**config.mk**
```make
export PLATFORM = sky130hd
export DESIGN_NAME = dns_question_parser_top_flat
export DESIGN_NICKNAME = d
export VERILOG_FILES = /design/src/rtl/core/dnsq_pkg.sv /design/src/rtl/core/dnsq_byte_if.sv /design/src/rtl/core/dnsq_result_if.sv /design/src/rtl/core/dns_question_parser_top.sv /design/src/flat_wrapper.sv
export SDC_FILE = /design/constraint.sdc
export NUM_CORES = 1
export LEC_CHECK = 0
export BUFFER_PORTS_ARGS = -buffer_cell sky130_fd_sc_hd__buf_2
export CAP_MARGIN = 10
export CORE_UTILIZATION = 35
export DETAILED_ROUTE_END_ITERATION = 8
export PLACE_DENSITY_LB_ADDON = 0.15
export SLEW_MARGIN = 40
export SYNTH_ARGS = -nofsm -noshare
export SYNTH_HDL_FRONTEND = slang
export SYNTH_SLANG_ARGS = --single-unit
export TNS_END_PERCENT = 10
```
**constraint.sdc**
```tcl
create_clock -name clk -period 3.6 [get_ports clk]
set_input_delay 0 -clock clk [delete_from_list [all_inputs] [get_ports clk]]
set_output_delay 0 -clock clk [all_outputs]
set_load 0.005 [all_outputs]
```
**src/rtl/core/dnsq_pkg.sv**
```systemverilog
// ============================================================================
// dnsq_pkg: shared types and constants for the DNS question parser
// Field widths, result codes and the byte values the parser looks for.
// ============================================================================
package dnsq_pkg;

    // Field and state widths.
    localparam int BYTE_W     = 8;
    localparam int ID_W       = 16;
    localparam int POS_W      = 11;
    localparam int NAME_LEN_W = 10;
    localparam int LABEL_W    = 6;

    // Default limit on the dotted name length.
    localparam int MAX_NAME_DEFAULT = 256;

    // Header layout.
    localparam logic [POS_W-1:0] POS_TXID_HI  = POS_W'(0);
    localparam logic [POS_W-1:0] POS_TXID_LO  = POS_W'(1);
    localparam logic [POS_W-1:0] POS_QDCNT_HI = POS_W'(4);
    localparam logic [POS_W-1:0] POS_QDCNT_LO = POS_W'(5);
    localparam logic [POS_W-1:0] POS_HDR_LAST = POS_W'(11);
    localparam logic [POS_W-1:0] POS_MAX      = {POS_W{1'b1}};

    // Byte values.
    localparam logic [BYTE_W-1:0] LABEL_FLAG_MASK = 8'hC0;
    localparam logic [BYTE_W-1:0] CHAR_UPPER_A    = 8'h41;
    localparam logic [BYTE_W-1:0] CHAR_UPPER_Z    = 8'h5A;
    localparam logic [BYTE_W-1:0] CHAR_LOWER_A    = 8'h61;
    localparam logic [BYTE_W-1:0] CHAR_DOT        = 8'h2E;

    // Result word kinds.
    typedef enum logic [1:0] {
        KIND_CHAR = 2'd0,
        KIND_DONE = 2'd1,
        KIND_BAD  = 2'd2
    } kind_t;

endpackage

```
**src/rtl/core/dnsq_byte_if.sv**
```systemverilog
// ============================================================================
// dnsq_byte_if: packet byte channel
// Valid/ready channel that carries one packet byte and its last-byte mark.
// ============================================================================
interface dnsq_byte_if
    import dnsq_pkg::*;
();
    logic              valid;
    logic              ready;
    logic [BYTE_W-1:0] data_byte;
    logic              last_byte;

    modport source (output valid, output data_byte, output last_byte, input ready);
    modport sink   (input valid, input data_byte, input last_byte, output ready);
endinterface

```
**src/rtl/core/dnsq_result_if.sv**
```systemverilog
// ============================================================================
// dnsq_result_if: parser result channel
// Valid/ready channel that carries one name character, done or malformed word.
// ============================================================================
interface dnsq_result_if
    import dnsq_pkg::*;
();
    logic                  valid;
    logic                  ready;
    kind_t                 kind;
    logic [BYTE_W-1:0]     name_char;
    logic [ID_W-1:0]       txid;
    logic [ID_W-1:0]       query_type;
    logic [ID_W-1:0]       query_class;
    logic [POS_W-1:0]      end_offset;
    logic [NAME_LEN_W-1:0] name_length;

    modport source (
        output valid, output kind, output name_char, output txid, output query_type,
        output query_class, output end_offset, output name_length, input ready
    );
    modport sink (
        input valid, input kind, input name_char, input txid, input query_type,
        input query_class, input end_offset, input name_length, output ready
    );
endinterface

```
**src/rtl/core/dns_question_parser_top.sv**
```systemverilog
// ============================================================================
// dns_question_parser_top: streaming DNS question section parser
// Walks the header and first question of a query packet, one byte per word.
// ============================================================================
// The parser takes one packet byte per cycle and gives at most one result
// word per byte: a lowercased name character (or a dot between labels), a
// done word with the transaction id, qtype, qclass, question end offset and
// name length, or a malformed word. Each byte is decoded in the cycle it is
// accepted and its result lands in a single output register, so a new byte
// is taken every cycle as long as that register is empty or is being read in
// the same cycle; the only stall comes from back pressure on the result
// channel. After done or malformed the remaining bytes are dropped until the
// last-byte mark, which readies the parser for the next packet.
module dns_question_parser_top
    import dnsq_pkg::*;
#(
    parameter int MAX_NAME = MAX_NAME_DEFAULT
) (
    input  logic          clk,
    input  logic          rst_n,
    dnsq_byte_if.sink     byte_in,
    dnsq_result_if.source result_out
);

    typedef enum logic [2:0] {
        PH_HEADER,
        PH_NAME,
        PH_TYPE_HI,
        PH_TYPE_LO,
        PH_CLASS_HI,
        PH_CLASS_LO,
        PH_IGNORE
    } phase_t;

    localparam logic [POS_W-1:0] NAME_LIMIT = POS_W'(MAX_NAME);

    phase_t                phase_reg, phase_next;
    logic [POS_W-1:0]      pos_reg, pos_next;
    logic [LABEL_W-1:0]    label_reg, label_next;
    logic [NAME_LEN_W-1:0] chars_reg, chars_next;
    logic [ID_W-1:0]       txid_reg, txid_next;
    logic                  cnt_hi_reg, cnt_hi_next;
    logic [ID_W-1:0]       type_reg, type_next;
    logic [BYTE_W-1:0]     class_hi_reg, class_hi_next;

    // Output register.
    logic                  out_valid_reg, out_valid_next;
    kind_t                 kind_reg, kind_next;
    logic [BYTE_W-1:0]     char_reg, char_next;
    logic [ID_W-1:0]       otxid_reg, otxid_next;
    logic [ID_W-1:0]       otype_reg, otype_next;
    logic [ID_W-1:0]       oclass_reg, oclass_next;
    logic [POS_W-1:0]      oend_reg, oend_next;
    logic [NAME_LEN_W-1:0] olen_reg, olen_next;

    logic              accept;
    logic              res_load;
    logic              bad;
    logic              clear;
    logic              name_full;
    logic [BYTE_W-1:0] b;
    logic [BYTE_W-1:0] lower_b;

    // A byte may enter whenever the result register is free this cycle.
    assign byte_in.ready = !out_valid_reg || result_out.ready;
    assign accept        = byte_in.valid && byte_in.ready;
    assign b             = byte_in.data_byte;

    // Only A-Z are folded to lower case.
    assign lower_b = (b >= CHAR_UPPER_A && b <= CHAR_UPPER_Z)
                   ? b - CHAR_UPPER_A + CHAR_LOWER_A : b;

    // One more character would reach the name limit.
    assign name_full = ({1'b0, chars_reg} + POS_W'(1)) >= NAME_LIMIT;

    // Per-byte decode and state update.
    always_comb
    begin
        phase_next    = phase_reg;
        pos_next      = pos_reg;
        label_next    = label_reg;
        chars_next    = chars_reg;
        txid_next     = txid_reg;
        cnt_hi_next   = cnt_hi_reg;
        type_next     = type_reg;
        class_hi_next = class_hi_reg;
        res_load      = 1'b0;
        bad           = 1'b0;
        clear         = 1'b0;
        kind_next     = kind_reg;
        char_next     = char_reg;
        otxid_next    = otxid_reg;
        otype_next    = otype_reg;
        oclass_next   = oclass_reg;
        oend_next     = oend_reg;
        olen_next     = olen_reg;

        if (accept)
        begin
            if (phase_reg == PH_IGNORE)
            begin
                clear = byte_in.last_byte;
            end
            else
            begin
                if (pos_reg != POS_MAX)
                begin
                    pos_next = pos_reg + POS_W'(1);
                end
                kind_next   = KIND_CHAR;
                char_next   = '0;
                otxid_next  = '0;
                otype_next  = '0;
                oclass_next = '0;
                oend_next   = '0;
                olen_next   = '0;

                unique case (phase_reg)
                    PH_HEADER:
                    begin
                        if (pos_reg == POS_TXID_HI)
                        begin
                            txid_next = {b, txid_reg[BYTE_W-1:0]};
                        end
                        else if (pos_reg == POS_TXID_LO)
                        begin
                            txid_next = {txid_reg[ID_W-1:BYTE_W], b};
                        end
                        else if (pos_reg == POS_QDCNT_HI)
                        begin
                            cnt_hi_next = (b != '0);
                        end
                        else if (pos_reg == POS_QDCNT_LO && !cnt_hi_reg && b == '0)
                        begin
                            bad = 1'b1;
                        end
                        if (pos_reg >= POS_HDR_LAST)
                        begin
                            phase_next = PH_NAME;
                        end
                    end
                    PH_NAME:
                    begin
                        if (label_reg == '0)
                        begin
                            if (b == '0)
                            begin
                                phase_next = PH_TYPE_HI;
                            end
                            else if ((b & LABEL_FLAG_MASK) != '0)
                            begin
                                bad = 1'b1;
                            end
                            else
                            begin
                                // A new label after the first starts with a dot.
                                if (chars_reg != '0)
                                begin
                                    if (name_full)
                                    begin
                                        bad = 1'b1;
                                    end
                                    else
                                    begin
                                        res_load   = 1'b1;
                                        char_next  = CHAR_DOT;
                                        chars_next = chars_reg + NAME_LEN_W'(1);
                                    end
                                end
                                label_next = b[LABEL_W-1:0];
                            end
                        end
                        else if (name_full)
                        begin
                            bad = 1'b1;
                        end
                        else
                        begin
                            res_load   = 1'b1;
                            char_next  = lower_b;
                            chars_next = chars_reg + NAME_LEN_W'(1);
                            label_next = label_reg - LABEL_W'(1);
                        end
                    end
                    PH_TYPE_HI:
                    begin
                        type_next  = {b, type_reg[BYTE_W-1:0]};
                        phase_next = PH_TYPE_LO;
                    end
                    PH_TYPE_LO:
                    begin
                        type_next  = {type_reg[ID_W-1:BYTE_W], b};
                        phase_next = PH_CLASS_HI;
                    end
                    PH_CLASS_HI:
                    begin
                        class_hi_next = b;
                        phase_next    = PH_CLASS_LO;
                    end
                    default:
                    begin
                        // Final qclass byte: the question is complete.
                        res_load    = 1'b1;
                        kind_next   = KIND_DONE;
                        otxid_next  = txid_reg;
                        otype_next  = type_reg;
                        oclass_next = {class_hi_reg, b};
                        oend_next   = pos_reg + POS_W'(1);
                        olen_next   = chars_reg;
                        phase_next  = PH_IGNORE;
                        clear       = byte_in.last_byte;
                    end
                endcase

                // An early end or an error replaces any character word.
                if (phase_reg != PH_CLASS_LO)
                begin
                    if (byte_in.last_byte)
                    begin
                        bad = 1'b1;
                    end
                    if (bad)
                    begin
                        res_load  = 1'b1;
                        kind_next = KIND_BAD;
                        char_next = '0;
                        if (byte_in.last_byte)
                        begin
                            clear = 1'b1;
                        end
                        else
                        begin
                            phase_next = PH_IGNORE;
                        end
                    end
                end
            end

            if (clear)
            begin
                phase_next = PH_HEADER;
                pos_next   = '0;
                label_next = '0;
                chars_next = '0;
            end
        end

        out_valid_next = res_load || (out_valid_reg && !result_out.ready);
    end

    // State and result registers.
    always_ff @(posedge clk or negedge rst_n)
    begin
        if (!rst_n)
        begin
            phase_reg     <= PH_HEADER;
            pos_reg       <= '0;
            label_reg     <= '0;
            chars_reg     <= '0;
            txid_reg      <= '0;
            cnt_hi_reg    <= 1'b0;
            type_reg      <= '0;
            class_hi_reg  <= '0;
            out_valid_reg <= 1'b0;
            kind_reg      <= KIND_CHAR;
            char_reg      <= '0;
            otxid_reg     <= '0;
            otype_reg     <= '0;
            oclass_reg    <= '0;
            oend_reg      <= '0;
            olen_reg      <= '0;
        end
        else
        begin
            phase_reg     <= phase_next;
            pos_reg       <= pos_next;
            label_reg     <= label_next;
            chars_reg     <= chars_next;
            txid_reg      <= txid_next;
            cnt_hi_reg    <= cnt_hi_next;
            type_reg      <= type_next;
            class_hi_reg  <= class_hi_next;
            out_valid_reg <= out_valid_next;
            if (res_load)
            begin
                kind_reg   <= kind_next;
                char_reg   <= char_next;
                otxid_reg  <= otxid_next;
                otype_reg  <= otype_next;
                oclass_reg <= oclass_next;
                oend_reg   <= oend_next;
                olen_reg   <= olen_next;
            end
        end
    end

    // Result channel.
    assign result_out.valid       = out_valid_reg;
    assign result_out.kind        = kind_reg;
    assign result_out.name_char   = char_reg;
    assign result_out.txid        = otxid_reg;
    assign result_out.query_type  = otype_reg;
    assign result_out.query_class = oclass_reg;
    assign result_out.end_offset  = oend_reg;
    assign result_out.name_length = olen_reg;

`ifndef SYNTHESIS
    // The name never grows to the limit.
    a_name_bound: assert property (@(posedge clk) disable iff (!rst_n)
        ({1'b0, chars_reg} < NAME_LIMIT))
        else $error("name length reached the limit");

    // In the header phase no name state is left over from an earlier packet.
    a_header_clean: assert property (@(posedge clk) disable iff (!rst_n)
        (phase_reg == PH_HEADER) |-> (chars_reg == '0 && label_reg == '0))
        else $error("stale name state in header phase");

    // Dropped bytes without the last-byte mark keep the parser idle.
    a_ignore_holds: assert property (@(posedge clk) disable iff (!rst_n)
        (accept && phase_reg == PH_IGNORE && !byte_in.last_byte)
        |=> (phase_reg == PH_IGNORE && !$past(res_load)))
        else $error("parser left the drop phase without a last byte");

    // A done word always covers the header, terminator, qtype and qclass.
    a_done_end: assert property (@(posedge clk) disable iff (!rst_n)
        (out_valid_reg && kind_reg == KIND_DONE) |-> (oend_reg >= POS_W'(17)))
        else $error("done word with a short question end");
`endif

endmodule
```
**src/flat_wrapper.sv**
```systemverilog
// flat-port wrapper written by rule: the top's interface ports become plain ports
module dns_question_parser_top_flat import dnsq_pkg::*;
#(
    parameter int MAX_NAME = MAX_NAME_DEFAULT
)
  (clk, rst_n, byte_in_valid, byte_in_data_byte, byte_in_last_byte, byte_in_ready, result_out_valid, result_out_kind, result_out_name_char, result_out_txid, result_out_query_type, result_out_query_class, result_out_end_offset, result_out_name_length, result_out_ready);
  dnsq_byte_if byte_in_i ();
  dnsq_result_if result_out_i ();
  input  logic clk;
  input  logic rst_n;
  input wire logic [$bits(byte_in_i.valid)-1:0] byte_in_valid;
  input wire logic [$bits(byte_in_i.data_byte)-1:0] byte_in_data_byte;
  input wire logic [$bits(byte_in_i.last_byte)-1:0] byte_in_last_byte;
  output wire logic [$bits(byte_in_i.ready)-1:0] byte_in_ready;
  output wire logic [$bits(result_out_i.valid)-1:0] result_out_valid;
  output wire logic [$bits(result_out_i.kind)-1:0] result_out_kind;
  output wire logic [$bits(result_out_i.name_char)-1:0] result_out_name_char;
  output wire logic [$bits(result_out_i.txid)-1:0] result_out_txid;
  output wire logic [$bits(result_out_i.query_type)-1:0] result_out_query_type;
  output wire logic [$bits(result_out_i.query_class)-1:0] result_out_query_class;
  output wire logic [$bits(result_out_i.end_offset)-1:0] result_out_end_offset;
  output wire logic [$bits(result_out_i.name_length)-1:0] result_out_name_length;
  input wire logic [$bits(result_out_i.ready)-1:0] result_out_ready;
  assign byte_in_i.valid = byte_in_valid;
  assign byte_in_i.data_byte = byte_in_data_byte;
  assign byte_in_i.last_byte = byte_in_last_byte;
  assign byte_in_ready = byte_in_i.ready;
  assign result_out_valid = result_out_i.valid;
  assign result_out_kind = result_out_i.kind;
  assign result_out_name_char = result_out_i.name_char;
  assign result_out_txid = result_out_i.txid;
  assign result_out_query_type = result_out_i.query_type;
  assign result_out_query_class = result_out_i.query_class;
  assign result_out_end_offset = result_out_i.end_offset;
  assign result_out_name_length = result_out_i.name_length;
  assign result_out_i.ready = result_out_ready;
  dns_question_parser_top #(.MAX_NAME(MAX_NAME)) u_core (.clk(clk), .rst_n(rst_n), .byte_in(byte_in_i), .result_out(result_out_i));
endmodule
```
# [After elaboration in Yosys (flattened, before gate mapping)]
# Cells that the tools add are included.
[word_totals] register_bits=151 out_inout_bits=81 word_cells=158
[op_classes] n_addsub=6 order_cmp=4 n_eq_ne=15 muxes=78 n_bitwise=5 reduce_logical=32
[op_table] op="$mux W10" count=9
[op_table] op="$mux W8" count=10
[op_table] op="$mux W16" count=4
[op_table] op="$mux W6" count=8
[op_table] op="$mux W11" count=4
[op_table] op="$pmux W16 S2" count=1
[op_table] op="$mux W1" count=29
[op_table] op="$mux W3" count=8
[op_table] op="$eq A11 B3 Y1 const B" count=2
[op_table] op="$reduce_and A6 Y1" count=3
[op_table] op="$reduce_bool A8 Y1" count=2
[op_table] op="$ne A3 B3 Y1 const B" count=5
[op_table] op="$pmux W3 S5" count=1
[op_table] op="$reduce_and A4 Y1" count=3
[op_table] op="$add A10 B1 Y11 const B" count=1
[op_table] op="$add A11 B1 Y11 const B" count=1
[op_table] op="$eq A11 B1 Y1 const B" count=1
[op_table] op="$ge A11 B4 Y1 const B" count=1
[op_table] op="$ge A11 B9 Y1 const B" count=1
[op_table] op="$logic_not A11 Y1" count=1
[op_table] op="$ne A11 B11 Y1 const B" count=1
[op_table] op="$add A10 B1 Y10 const B" count=1
[op_table] op="$reduce_bool A10 Y1" count=1
[op_table] op="$reduce_and A3 Y1" count=3
[op_table] op="other kinds (23)" count=39

# [Depth between registers and ports, before layout]
# Gate-level depths: netlist (run 1).
[depth] depth_word=18 ltp_mapped=11 mapped_depth_nobuf=8

# [Least setup slack after synthesis (run 1)]
# OpenSTA, ideal clock, no wires.
[synth_path] path_type="reg-to-reg" from="register u_core.label_reg[0]" to="register u_core.oclass_reg[7] (netlist: u_core.result_out.query_class[7])" setup_ns=0.121 arrival_time_ns=2.506 required_ns=3.479 path_slack_ns=0.973 path_stages_with_launch=12 synth_period_minus_slack_ns=2.627 cell_sequence="dfrtp_1 > inv_1 > ha_1 > nand2b_1 > or4_1 > clkbuf_1 > or3_1 > o2111a_2 > o21a_1 > buf_6 > buf_6 > a22o_1"
[synth_between] elab_chain_cells=12 elab_cells_between_ends=14
[synth_lines] item="from (decl)" line_no="dns_question_parser_top.sv:39" rtl="logic [LABEL_W-1:0] label_reg, label_next;"
[synth_lines] item="from (signal assigned)" line_no="dns_question_parser_top.sv:277" rtl="label_reg <= label_next;"
[synth_lines] item="$logic_not A6 Y1 (*)" line_no="dns_question_parser_top.sv:144" rtl="if (label_reg == '0)"
[synth_lines] item="$mux W1" line_no="dns_question_parser_top.sv:144"
[synth_lines] item="$pmux W1 S2" line_no="dns_question_parser_top.sv:118" rtl="unique case (phase_reg)"
[synth_lines] item="$mux W1" line_no="dns_question_parser_top.sv:218" rtl="if (byte_in.last_byte)"
[synth_lines] item="$mux W1" line_no="dns_question_parser_top.sv:216" rtl="if (phase_reg != PH_CLASS_LO)"
[synth_lines] item="$mux W1" line_no="dns_question_parser_top.sv:100" rtl="if (phase_reg == PH_IGNORE)"
[synth_lines] item="$mux W1" line_no="dns_question_parser_top.sv:98" rtl="if (accept)"
[synth_lines] item="$mux W1" line_no="dns_question_parser_top.sv:222" rtl="if (bad)"
[synth_lines] item="$mux W1 (*)" line_no="dns_question_parser_top.sv:216"
[synth_lines] item="$mux W1 (*)" line_no="dns_question_parser_top.sv:100"
[synth_lines] item="$mux W1 (*)" line_no="dns_question_parser_top.sv:98"
[synth_lines] item="$reduce_and A3 Y1 (no line) (*)"
[synth_lines] item="to (signal assigned)" line_no="dns_question_parser_top.sv:290" rtl="oclass_reg <= oclass_next;"
[synth_lines] item="to (decl)" line_no="dns_question_parser_top.sv:52" rtl="logic [ID_W-1:0] oclass_reg, oclass_next;"
# Mark *: on every way between the ends. The rest lies on a longest branch, timed or not. The select of a mux whose other input is x is not followed.
# A chain may end at the register's enable or synchronous reset.

# [Worst setup path in the final report (run 1)]
[layout_path] from="register u_core.label_reg[0]" to="register u_core.otxid_reg[15] (netlist: u_core.result_out.txid[15])"
[layout_between] elab_chain_cells=12 elab_cells_between_ends=14
[layout_lines] item="$logic_not A6 Y1 (*)" line_no="dns_question_parser_top.sv:144"
[layout_lines] item="$mux W1" line_no="dns_question_parser_top.sv:144"
[layout_lines] item="$pmux W1 S2" line_no="dns_question_parser_top.sv:118"
[layout_lines] item="$mux W1" line_no="dns_question_parser_top.sv:218"
[layout_lines] item="$mux W1" line_no="dns_question_parser_top.sv:216"
[layout_lines] item="$mux W1" line_no="dns_question_parser_top.sv:100"
[layout_lines] item="$mux W1" line_no="dns_question_parser_top.sv:98"
[layout_lines] item="$mux W1" line_no="dns_question_parser_top.sv:222"
[layout_lines] item="$mux W1 (*)" line_no="dns_question_parser_top.sv:216"
[layout_lines] item="$mux W1 (*)" line_no="dns_question_parser_top.sv:100"
[layout_lines] item="$mux W1 (*)" line_no="dns_question_parser_top.sv:98"
[layout_lines] item="$reduce_and A3 Y1 (no line) (*)"
[layout_lines] item="to (signal assigned)" line_no="dns_question_parser_top.sv:288" rtl="otxid_reg <= otxid_next;"
[layout_lines] item="to (decl)" line_no="dns_question_parser_top.sv:50" rtl="logic [ID_W-1:0] otxid_reg, otxid_next;"
# Marked as above.

==> metrics.md, run 1 <==
| Metric | Value |
|---|---|
| Outcome | finished, violations left |
| Failing checks | design-rule violations |
| CP endpoint kind | flip-flop |
| Initial Utilization | 0.361 |
| CP Data Required Time | 3.96 ns |
| Power Total | 5.26 mW |
| Worst hold path class | primary input to async pin |
| Post-layout min period | 3.10 ns |
| PwrDens | 656 nW/um^2 |
| Mapped Nets | 590 |
| GR Overflow Total | 0 |
| Post-DRT Antenna Nets | 0 |
| Seq pwr share | 0.428 |
| Layout area overhead | 21.8% |
| Maximum VDD drop | 0.382 mV |
| Final Slew Violations | 0 |
| H-tree depth | 4 |
| Pre-CTS WS | 0.533 ns |
| Fin. Hold Viols | 0 |
| CP arrival | 3.46 ns |
| # port buffers | 93 |
| Net Sw Frac | 0.299 |
| Final Instance Area | 8020 um^2 |
| Sequential Area | 3780 um^2 |
| IO Pins | 94 |
| Top-count cell post-synth | dfrtp_1 |
| Ys Warns | 0 |
| Via-per-instance ratio | 5.47 |
| DR WL/cell | 18.8 um |
| Post-Synthesis Cells | 570 |
| Vias in the first global route | 4,896 |
| Final Core Density | 0.440 |
| Clock power share | 0.366 |
| Unrepaired setup endpoints after global routing | false |
| Worst-Skew Late Latency | 0.43 ns |
| Worst hold slack | 0.0787 ns |
| Nets | 685 |
| Normalized max-slew margin | 0.510 |
| # DRC | 7 |
| Async set or reset register ratio after synthesis | 1.00 |
| ANT cells | 0 |
| Number of synthesized register bits | 151 |
| Cts repair resizes | 0 |
| Cell Area, Placed | 7240 um^2 |
| Row count | 49 |
| Post-synth EDFFs | 0 |
| PnR worst setup slack | 0.500 ns |
| Dpl hpwl | 11.2 mm |
| Max-cap check violation count | 0 |
| Reg clk slew, reported paths | 0.06 ns |
| Synth area leader | dfrtp_1 |
| DP Cell Count | 863 |
| Initial drt markers | 344 |
| Num CTS Buffers | 17 |
| DR vias | 4,958 |
| Router iterations before antenna repair | 9 |
| Logic gate share of total power | 0.207 |
| P_int | 3.69 mW |
| Sw power | 1.57 mW |
| Die Y | 139 um |
| Sinks on Clock Net | 151 |
| Clock Tree Buf Depth | 2 |
| Critical Path Source Type | flip-flop |
| Post-synth top cells | 151 x dfrtp_1, 70 x a22o_1, 55 x nand2_1 |
| Initial antenna violation count | 0 |
| Post-synth top area share | 0.574 |
| Largest net degree at the start of global routing | 105 |
| Avg Inst Size Synth | 11.5 um^2 |
| Pleak | 3.93 nW |
| Fill cells | 1,740 |
| Clock root cell | clkbuf_16 |
| All-Layer GR Usage | 0.187 |
| Multi-input gate area | 2570 um^2 |
| Gpl congestion | 0.831 |
| Die footprint | 19,400 um^2 |
| Die Width | 139 um |
| Distinct cells, synth | 55 |
| Synth Cell Area | 6580 um^2 |
| FMAX | 323 MHz |
| Main synth FF type | dfrtp_1 |
| Synth area leaders | dfrtp_1 57%, a22o_1 9.3%, mux2_2 5.5%, nand2_1 3.1%, o21ai_0 2.4% |
| Setup tns final | 0 ns |
| Layout cells sized above 1 | 0.265 |
| Seq/Total Area, Yosys | 0.574 |
| TritonCTS clock tree | built |
| WL final | 17.1 mm |
| Critical path peak fanout | 30 |
| Final Cycle Share | 0.861 |
| Global-route wire length before repair | 27.9 mm |
| Endpoints failing setup | 0 |
| Fin cells | 907 |
| Worst slew pin tran | 0.734 ns |
| Critical path type | flip-flop to flip-flop |
| Core Region | 18,200 um^2 |
| Setup Skew | 0.00890 ns |
| R2R setup slack | 0.50 ns |
==> worst max-delay path, cell delays in order (launching register included) <==
cell	delay, ns
dfrtp_1	0.41
inv_1	0.10
ha_1	0.18
nand2b_1	0.13
or4_1	0.60
o21ai_0	0.36
o2111a_2	0.30
o21a_2	0.34
buf_4	0.41
a22o_1	0.19
==> cell families (layout without fill, tap and decap cells) <==
kind of cell,Yosys count,in the layout,synth area share
AOI/OAI and AO/OA,165,165,0.188
xor gates and xnor gates,10,10,0.0133
adders and majority gates,7,7,0.0133
buffers and inverters,52,160,0.0373
DFF,151,151,0.574
muxes,35,35,0.0608
and+or+nand+nor,150,150,0.113
==> repair_timing <==
action | in CTS | in global routing
setup endpoints to repair | 0 | 0
buffers inserted | 0 | 0
hold buffers | 11 | 0
hold endpoints to repair | 115 | 0
==> cell usage in the layout (no fill, tap or decap), types with 3 or more instances in the layout <==
cell / Yosys / routed
o31ai_1: 8 / 8
ha_1: 7 / 7
o21ai_0: 32 / 32
nor2_1: 24 / 24
a21oi_1: 13 / 13
and4_1: 3 / 3
and2_1: 7 / 7
dlygate4sd3_1: 0 / 11
a22o_1: 70 / 70
o211ai_1: 3 / 3
clkbuf_16: 0 / 17
nor3b_1: 3 / 3
xor2_1: 8 / 8
a21o_1: 3 / 3
clkbuf_1: 31 / 3
nand4_1: 3 / 3
inv_1: 10 / 10
mux2_2: 32 / 32
a31oi_1: 8 / 8
nand2_1: 55 / 55
o2bb2ai_1: 4 / 4
or3_1: 4 / 4
bufinv_16: 0 / 4
dfrtp_1: 151 / 151
nor4_1: 6 / 6
buf_4: 0 / 13
o41ai_1: 3 / 3
and3_1: 4 / 3
buf_2: 4 / 92
nor3_1: 7 / 6
nand3_1: 19 / 19
nand2b_1: 6 / 6
==> layout make-up <==
type | instances | share of cell area
Multi-Input combinational cell | 367 | 0.321
Tap cell | 229 | 0.0357
Timing Repair Buffer | 118 | 0.0887
Inverter | 10 | 0.00468
Sequential cell | 151 | 0.471
Clock buffer | 22 | 0.0579
Clock inverter | 10 | 0.0209
==> power groups by stage <==
stage | sequential, mW | clock, mW | combinational [mW]
after floorplan | 2.19 | 0 | 0.800
after global placement | 2.27 | 0 | 1.05
after detailed placement | 2.27 | 0 | 1.07
after CTS | 2.24 | 1.96 | 1.09
after global routing | 2.29 | 2.03 | 1.22
final | 2.25 | 1.92 | 1.09
==> metal layers <==
| metal | up-vias | share of wire | GRT usage |
|---|---|---|---|
| met1 | 2511 | 0.48 | 0.263 |
| met2 | 121 | 0.47 | 0.286 |
| met4 | 0 | 0.015 | 0.0725 |
| li1 | 2306 | - | - |
| met3 | 20 | 0.035 | 0.0325 |
| met5 | - | 0 | 0 |
==> final timing paths <==
path                                              endpoint                 from  cells past startpoint
max                             u_core.result_out.txid[15]  u_core.label_reg[0]                      9
min                        u_core.result_out.end_offset[7]                rst_n                      2
max reg2reg                     u_core.result_out.txid[15]  u_core.label_reg[0]                      9
min reg2reg                            u_core.type_reg[12]  u_core.type_reg[12]                      2
max in group asynchronous              u_core.chars_reg[2]                rst_n                      4
min in group clk                       u_core.phase_reg[2]        byte_in_valid                      3
(Power assumes the default switching activity.)
==> inputs of run 2 (changes only) <==
Settings changed: ABC_CLOCK_PERIOD_IN_PS set to 3600, BUFFER_PORTS_ARGS -buffer_cell sky130_fd_sc_hd__buf_2 to -buffer_cell sky130_fd_sc_hd__buf_4, SLEW_MARGIN 40 to 5.
==> run 2 against run 1 <==
The flow still finishes with violations (design-rule violations). Cell count fell by 0.11%. Count of clock-buffer cells in the layout fell by 5. Global-route usage barely moved. First-iteration DRC count rose by 7.8%. Utilization rose by 0.85 points. Worst hold slack got worse by 0.022 ns. Clock skew rose by 0.00076 ns. Flip-flop and latch count did not move. Combinational power barely moved. Register-to-register slack got worse by 0.05 ns. Setup slack got worse by 0.055 ns. Power fell by 2.6%. Largest cell class unchanged.
==> metrics.md, run 2 (synthesis gave the netlist of run 1 again) <==
| Metric | Value |
|---|---|
| Clock root cell | clkbuf_16 |
| Endpoints failing setup | 0 (unchanged) |
| Num CTS Buffers | 17 (unchanged) |
| Cts repair resizes | 0 (unchanged) |
| Fin. Hold Viols | 0 (unchanged) |
| Critical Path Source Type | primary input |
| Unrepaired setup endpoints after global routing | false |
| GR Overflow Total | 0 (unchanged) |
| Final Slew Violations | 0 (unchanged) |
| Final Instance Area | 8170 um^2 (+1.9%) |
| Die Width | 139 um (unchanged) |
| Worst r2r dst | u_core.result_out.end_offset[5] |
| CP Data Required Time | 3.95 ns (about the same) |
| TritonCTS clock tree | built |
| Dpl hpwl | 11.4 mm (+1.4%) |
| Post-DRT Antenna Nets | 0 (unchanged) |
| Layout cells sized above 1 | 0.266 (+0.000392) |
| DR vias | 5,034 (+1.5%) |
| Setup Skew | 0.00966 ns (+0.000762 ns) |
| Nets | 684 (-0.15%) |
| CP endpoint kind | flip-flop |
| CP arrival | 3.51 ns (+0.05 ns) |
| Worst setup endpoint | u_core.result_out.end_offset[5] |
| Initial drt markers | 371 (+7.8%) |
| # DRC | 6 (-1) |
| Worst hold path class | primary input to flip-flop |
| Worst slew pin tran | 0.915 ns (+0.181 ns) |
| Gpl congestion | 0.871 (+4.9%) |
| WL final | 17.3 mm (+1.2%) |
| Commonest non-fill, non-tap cells in the layout | 151 x dfrtp_1, 104 x buf_4, 70 x a22o_1 |
| All-Layer GR Usage | 0.186 (-0.000230) |
| Cell at the slowest stage of the critical path | or4_4 |
| Most common cell after layout, fill and taps aside | dfrtp_1 |
| Worst setup path startpoint | byte_in_data_byte[1] |
| H-tree depth | 4 (unchanged) |
| Sinks on Clock Net | 151 (unchanged) |
| Die Y | 139 um (unchanged) |
| Pleak | 3.89 nW (-1.0%) |
| Row count | 49 (unchanged) |
| WP depth | 9 (unchanged) |
| Failing checks | design-rule violations |
| CP bufs+invs | 3 (+1) |
| Critical path type | primary input to flip-flop |
| Final Cycle Share | 0.876 (+0.0152) |
| Die footprint | 19,400 um^2 (unchanged) |
| Power Total | 5.12 mW (-2.6%) |
| Cell Area, Placed | 7470 um^2 (+3.2%) |
| Vias in the first global route | 4,954 (+1.2%) |
| Reg clk slew, reported paths | 0.07 ns (about the same) |
| Cell Chain, Critical Path | dlygate4sd3_1, buf_4, or4_4, or4b_4, o21ai_0, o2111a_2, o21a_2, buf_4, a22o_1 |
| Worst hold slack | 0.0572 ns (-0.0216 ns) |
| Outcome | finished, violations left |
| Critical path's top delay family | compound AO/OA/AOI/OAI gates |
| Reg-to-Reg Start | u_core.label_reg[0] |
| CP peak stage delay | 0.56 ns (-0.04 ns) |
| Worst Reg-to-Reg Cells | 9 (unchanged) |
| DR WL/cell | 19.1 um (+1.4%) |
| Critical path peak fanout | 23 (-23%) |
| FMAX | 317 MHz (-1.7%) |
| Largest net degree at the start of global routing | 83 (-21%) |
| ANT cells | 0 (unchanged) |
| Crit path top cell by count | buf_4 |
| Setup bufs post-CTS | 0 (unchanged) |
| Fill cells | 1,680 (-3.4%) |
| Clock Tree Buf Depth | 2 (unchanged) |
| Layout area overhead | 24.2% |
| Post-layout min period | 3.15 ns (+0.0547 ns) |
| Worst-Skew Late Latency | 0.42 ns (about the same) |
| Global-route wire length before repair | 27.8 mm (-0.59%) |
| Initial antenna violation count | 0 (unchanged) |
| Initial Utilization | 0.361 (unchanged) |
| PwrDens | 627 nW/um^2 (-4.4%) |
| Final Core Density | 0.449 (+0.00845) |
| Setup tns final | 0 ns (unchanged) |
| Core Region | 18,200 um^2 (unchanged) |
| IO Pins | 94 (unchanged) |
| # port buffers | 93 (unchanged) |
| Normalized max-slew margin | 0.385 (-0.125) |
| Via-per-instance ratio | 5.56 (+1.6%) |
| Router iterations before antenna repair | 9 (unchanged) |
| R2R setup slack | 0.45 ns (-0.05 ns) |
| Max-cap check violation count | 0 (unchanged) |
| Maximum VDD drop | 0.359 mV (-6.0%) |
-- run 2: routing by layer --
layer,wire length [um],up-vias,track usage
met5,0,-,0
met1,8130,2582,0.256
li1,-,2302,-
met2,8310,130,0.291
met4,218,0,0.0684
met3,639,20,0.0383
-- run 2: metrics by stage --
stage / worst slack (ns) / std cells
floorplan: 0.973 / 570
global placement: 0.620 / 863
detailed placement: 0.474 / 863
CTS: 0.443 / 906
global route: 0.280 / 906
finish: 0.445 / 906
-- run 2: report_power, final --
group          internal, mW  switching [mW]  leakage, nW
registers              2.02           0.231         2.03
logic                 0.495           0.623         1.58
clock network         0.980           0.780        0.278
total                  3.49            1.63         3.89
-- run 2: worst min-delay path: stages --
cell and delay (ns):
buf_4 0.09, nand3_1 0.18, o21a_1 0.16
-- run 2: worst min-delay path by stage --
stage | from | to | slack [ns] | depth (start not counted)
3_5_place_dp | rst_n | u_core.pos_reg[0] | 0.1 | 1
3_3_place_gp | rst_n | u_core.pos_reg[5] | 0.10 | 1
6_report | byte_in_valid | u_core.phase_reg[2] | 0.06 | 3
5_1_grt | byte_in_valid | u_core.phase_reg[2] | 0.06 | 3
2_1_floorplan | rst_n | u_core.chars_reg[0] | -0.30 | 0
4_1_cts | byte_in_valid | u_core.phase_reg[2] | 0.06 | 3
-- run 2: area by class of cell --
type / count / area [um^2] / area share
sequential: 151 / 3780 / 0.462
multi-input combinational: 367 / 2560 / 0.313
timing repair buffer: 117 / 922 / 0.113
clock buffer: 17 / 425 / 0.0521
tap: 229 / 287 / 0.0351
clock inverter: 15 / 161 / 0.0198
inverter: 10 / 37.5 / 0.00459
-- run 2: repair_timing --
action / 4_1_cts / 5_1_grt
endpoints found under the setup margin: 0 / 0
hold buffers: 11 / 0
hold endpoints to repair: 133 / 0
